===== config.mk =====
export PLATFORM = sky130hd
export DESIGN_NAME = sspq_cell
export DESIGN_NICKNAME = d
export VERILOG_FILES = /design/src/hdl/sspq_pkg.sv /design/src/hdl/sspq_cell.sv
export SDC_FILE = /design/constraint.sdc
export NUM_CORES = 1
export LEC_CHECK = 0
export ABC_AREA = 1
export BUFFER_PORTS_ARGS = -buffer_cell sky130_fd_sc_hd__buf_4
export CORE_MARGIN = 2
export CORE_UTILIZATION = 40
export CTS_BUF_LIST = sky130_fd_sc_hd__clkbuf_2
export CTS_CLUSTER_SIZE = 40
export DETAILED_ROUTE_END_ITERATION = 10
export PLACE_DENSITY = 0.72
export SETUP_SLACK_MARGIN = 0.4
export SYNTH_ARGS = -nofsm -noshare
export SYNTH_HDL_FRONTEND = slang
export SYNTH_SLANG_ARGS = --single-unit

===== constraint.sdc =====
create_clock -name clk -period 4.4 [get_ports clk]
set_input_delay 0.22 -clock clk [delete_from_list [all_inputs] [get_ports clk]]
set_output_delay 0.22 -clock clk [all_outputs]
set_load 0.005 [all_outputs]

===== src/hdl/sspq_pkg.sv =====
// Package with the shared widths, command codes, status codes and cell types.
package sspq_pkg;

  localparam int DEFAULT_CAPACITY = 64;
  localparam int DATA_W = 32;
  localparam int CMD_W = 2;
  localparam int POS_W = 6;
  localparam int STATUS_W = 2;
  localparam int COUNT_W = 7;

  localparam logic [CMD_W-1:0] CMD_INSERT = 2'd0;
  localparam logic [CMD_W-1:0] CMD_DELETE = 2'd1;
  localparam logic [CMD_W-1:0] CMD_SEARCH = 2'd2;

  localparam logic [STATUS_W-1:0] STATUS_DONE = 2'd0;
  localparam logic [STATUS_W-1:0] STATUS_DUPLICATE = 2'd1;
  localparam logic [STATUS_W-1:0] STATUS_NOT_FOUND = 2'd2;
  localparam logic [STATUS_W-1:0] STATUS_FULL = 2'd3;

  typedef logic signed [DATA_W-1:0] data_t;

  typedef enum logic [1:0] {
    CELL_HOLD,
    CELL_INSERT,
    CELL_DELETE
  } cell_op_t;

  typedef struct packed {
    logic gt;
    logic eq;
  } cell_flags_t;

endpackage


===== src/hdl/sspq_cell.sv =====
// One storage cell of the sorted chain: compare against the word and shift.
module sspq_cell (
  input  logic                 clk,
  input  sspq_pkg::cell_op_t   op,
  input  sspq_pkg::data_t      value,
  input  logic                 valid,
  input  logic                 left_gt,
  input  sspq_pkg::data_t      left_entry,
  input  sspq_pkg::data_t      right_entry,
  output sspq_pkg::data_t      entry,
  output sspq_pkg::cell_flags_t flags
);

  sspq_pkg::data_t entry_next;

  always_comb begin
    flags.gt = valid && (entry > value);
    flags.eq = valid && (entry == value);
  end

  always_comb begin
    entry_next = entry;
    case (op)
      sspq_pkg::CELL_INSERT: begin
        if (!flags.gt) begin
          entry_next = left_gt ? value : left_entry;
        end
      end
      sspq_pkg::CELL_DELETE: begin
        if (!flags.gt) begin
          entry_next = right_entry;
        end
      end
      default: begin
        entry_next = entry;
      end
    endcase
  end

  always_ff @(posedge clk) begin
    entry <= entry_next;
  end

endmodule


==> flow_summary.ini <==
[cells_and_area]
antenna_cells = 0
largest_reg_flops = 32
nets = 593
multi_input_area_mm2 = 0.00129
layout.area.seq_um2 = 961
top_register = entry
areaGrowthSynthToFinish_pct = 41.8
instances_no_fill = 538
drive_above_1_share_pct = 32.5
reg_top3 = entry (32)
num-fill-cells = 598

[logic_synthesis]
avgSynthCellArea_um2 = 7.83
yosysMostFrequentCell = inv_1
synth_common_cells = inv_1, nand2_1, edfxtp_1, ha_1, o211ai_1
synthSimpleGateAreaFrac_pct = 15.0
async_flop_share_pct = 0
synth_compound_area_share_pct = 19.2
synth_top_cell_by_area = edfxtp_1
syn_nets = 465
synthMuxAreaShare_pct = 0
synth_fa_ha_area_share_pct = 15.4
synth_ff_type = edfxtp_1
syn_inst = 332
synthTopCellsByArea = edfxtp_1, ha_1, inv_1, nand2_1, o211ai_1
yosysSeqAreaShare_pct = 37.0
yosys_register_bits = 32
synth_top_family_by_area = compound AO/OA/AOI/OAI gates
yosys_warnings = 0
synth_edf_count = 32
synth_xor_xnor_area_share_pct = 0
synth_top_area_share_pct = 37.0
synth.cell_area_mm2 = 0.00260
ys_types = 23

[global_route]
grt_busiest_layer = met2
grt_pass1_vias = 2482
use_met3_pct = 4.52
grt_use_met2_pct = 31.9
globalRouteOverflowTotal = 0
grt_max_degree = 66
grt_pass1_wl_um = 11000
grt_util_met1_pct = 23.8
antenna_found_initial = 0
grt_usage_pct = 18.9

[routing]
remaining_drc_errors = 0
firstDrtPassIters = 4
wire_per_inst_um = 12.6
routed_wl_um = 6760
routed_via_density = 4.77
via_count = 2566
drt_iter0_drc = 119
ant_nets = 0

[clock_network]
cts_resized = 0
cts_root_buf = clkbuf_2
clkTransAtPathRegs_ns = 0.17
cts.hold.buffers_added = 0
htreeDepth = 2
cts_tree = yes
clk_path_buf_depth = 2
cts_setup_buffers = 0
clkLatencyLatePin_ns = 0.37
numCtsBuffers = 5
clkSinkCount = 32

[timing]
fin_crit_ns = 2.71
fin_skew_ns = 0.0160
relSlewSlack_pct = 23.0
final-max-slew-violation-count = 0
post-route-period-util_pct = 61.6
hold_viol = 0
tightest_slew_ns = 1.16
max_freq_ghz = 0.369
setup-violations-final = 0
rsz0062_at_grt = false
tns_ns = 0

[power]
pwr-share-seq_pct = 47.2
power_frac_clock_pct = 16.7
p_leak_uw = 0.00198
p_total_uw = 835
switching_power_uw = 265
switching_share_pct = 31.7
power_density_mw_per_mm2 = 227
ir_drop_mv = 0.127
internal-power_uw = 571
share_comb_of_total_power_pct = 36.2

[worst_setup_path]
crit_path_cell_trace = ha_1 -> a21oi_1 -> nor2_1 -> nor2_1 -> nand2_1 -> nand2_1 -> nand2_1 -> nand2_1 -> nand3_1 -> nand3_2 -> nand2_1 -> inv_1 -> buf_4
r2r-start = entry[5]
worst-setup-path-type = register to register
start_kind = register
startpoint = entry[5]
cp_common_cell = nand2_1
cp.arrival_ns = 2.78
setup.worst_path.end_class = register
worst-path-buf-inv = 2
critPathMaxStageDelay_ns = 0.45
critPathTopFamily = buffers and inverters
crit_slowest_cell = edfxtp_1
critPathRequiredTime_ns = 4.47
crit_fanout = 18

[floorplanning]
io_pins = 135
core_mm2 = 0.00631
rows = 29
initial_core_util_pct = 41.2
die_area_mm2 = 0.00716
die_w_um = 84.6
die_y_um = 84.6

[placed_design]
place_congestion = 0.820
hpwl_um = 5410
numPortBuffers = 134
dp_cells = 530

[worst_hold_path]
worstHoldStart = left_entry[26]
worstHoldPathType = input pin to register

[run]
maxCapViolations = 0

[status]
outcome = complete, no violations
worst reg2reg max path, stage by stage (launching register included):
cell	delay (ns)
edfxtp_1	0.45
ha_1	0.31
a21oi_1	0.17
nor2_1	0.06
nor2_1	0.10
nand2_1	0.08
nand2_1	0.06
nand2_1	0.05
nand2_1	0.07
nand3_1	0.08
nand3_2	0.10
nand2_1	0.05
inv_1	0.44
buf_4	0.39
per-layer routing:
layer  part of all wire, %  routed length [µm]  vias to the layer above
li1                      -                   -                     1349
met1                    43                2880                     1109
met2                    48                3260                       93
met3                   6.8                 461                       15
met4                   2.4                 160                        0
met5                     0                   0                        -
area by class of cell:
cell class                 count  area share (%)
clock buffer                   5           0.679
tap                           77            2.61
clock inverter                 3           0.373
inverter                      77            7.84
multi-input combinational    209            34.9
timing repair buffer         135            27.5
sequential                    32            26.1
final timing paths:
| kind | end | slack (ns) | depth (start not counted) |
|---|---|---|---|
| worst max-delay path | entry[18] | 1.69 | 13 |
| worst min-delay path | entry[26] | 0.15 | 3 |
| worst max register to register | entry[18] | 1.69 | 13 |
| worst min register to register | entry[11] | 1.34 | 6 |
layout by cell type (no fill, tap or decap):
master    synthesis  layout
ha_1             32      32
clkbuf_2          0       5
clkinv_2          0       2
inv_1            77      77
o211ai_1         30      30
nor2_2            2       2
nand3_2           1       1
buf_4             0     135
o21a_1            2       2
edfxtp_1         32      32
clkinv_1          0       1
o21ai_1          28      28
nand2_2           2       2
a21oi_2           1       1
o21ai_0           5       5
nand2_1          73      73
nand4_2           1       1
nor2_1           12      12
or2_2             0       1
nand4_1           1       1
nand3_1           2       2
a31oi_1           1       1
a21oi_1          14      14
a21o_1            1       1
power groups by stage:
stage | Combinational, µW | Clock, µW | Sequential [µW]
global placement | 299 | 0 | 399
detailed placement | 305 | 0 | 401
CTS | 306 | 145 | 394
global route | 340 | 158 | 399
finish | 302 | 139 | 394
floorplan | 150 | 0 | 402
cells by family after synthesis:
family	Yosys count
AND/OR/NAND/NOR	95
buffers and inverters	91
AO/OA/AOI/OAI	82
adder cells (fa/ha/maj)	32
flip-flops	32
metrics by stage:
stage / util, % / hold WS, ns / setup slack, ns / instance area [µm²]
after floorplan: - / 0.435 / 2.01 / 2600
after global placement: 57.8 / 0.533 / 1.77 / 3650
after detailed placement: 57.8 / 0.545 / 1.71 / 3650
after CTS: 58.4 / 0.136 / 1.66 / 3690
after global routing: 58.4 / 0.136 / 1.40 / 3690
final: 58.4 / 0.150 / 1.69 / 3690
(Power assumes the default switching activity.)
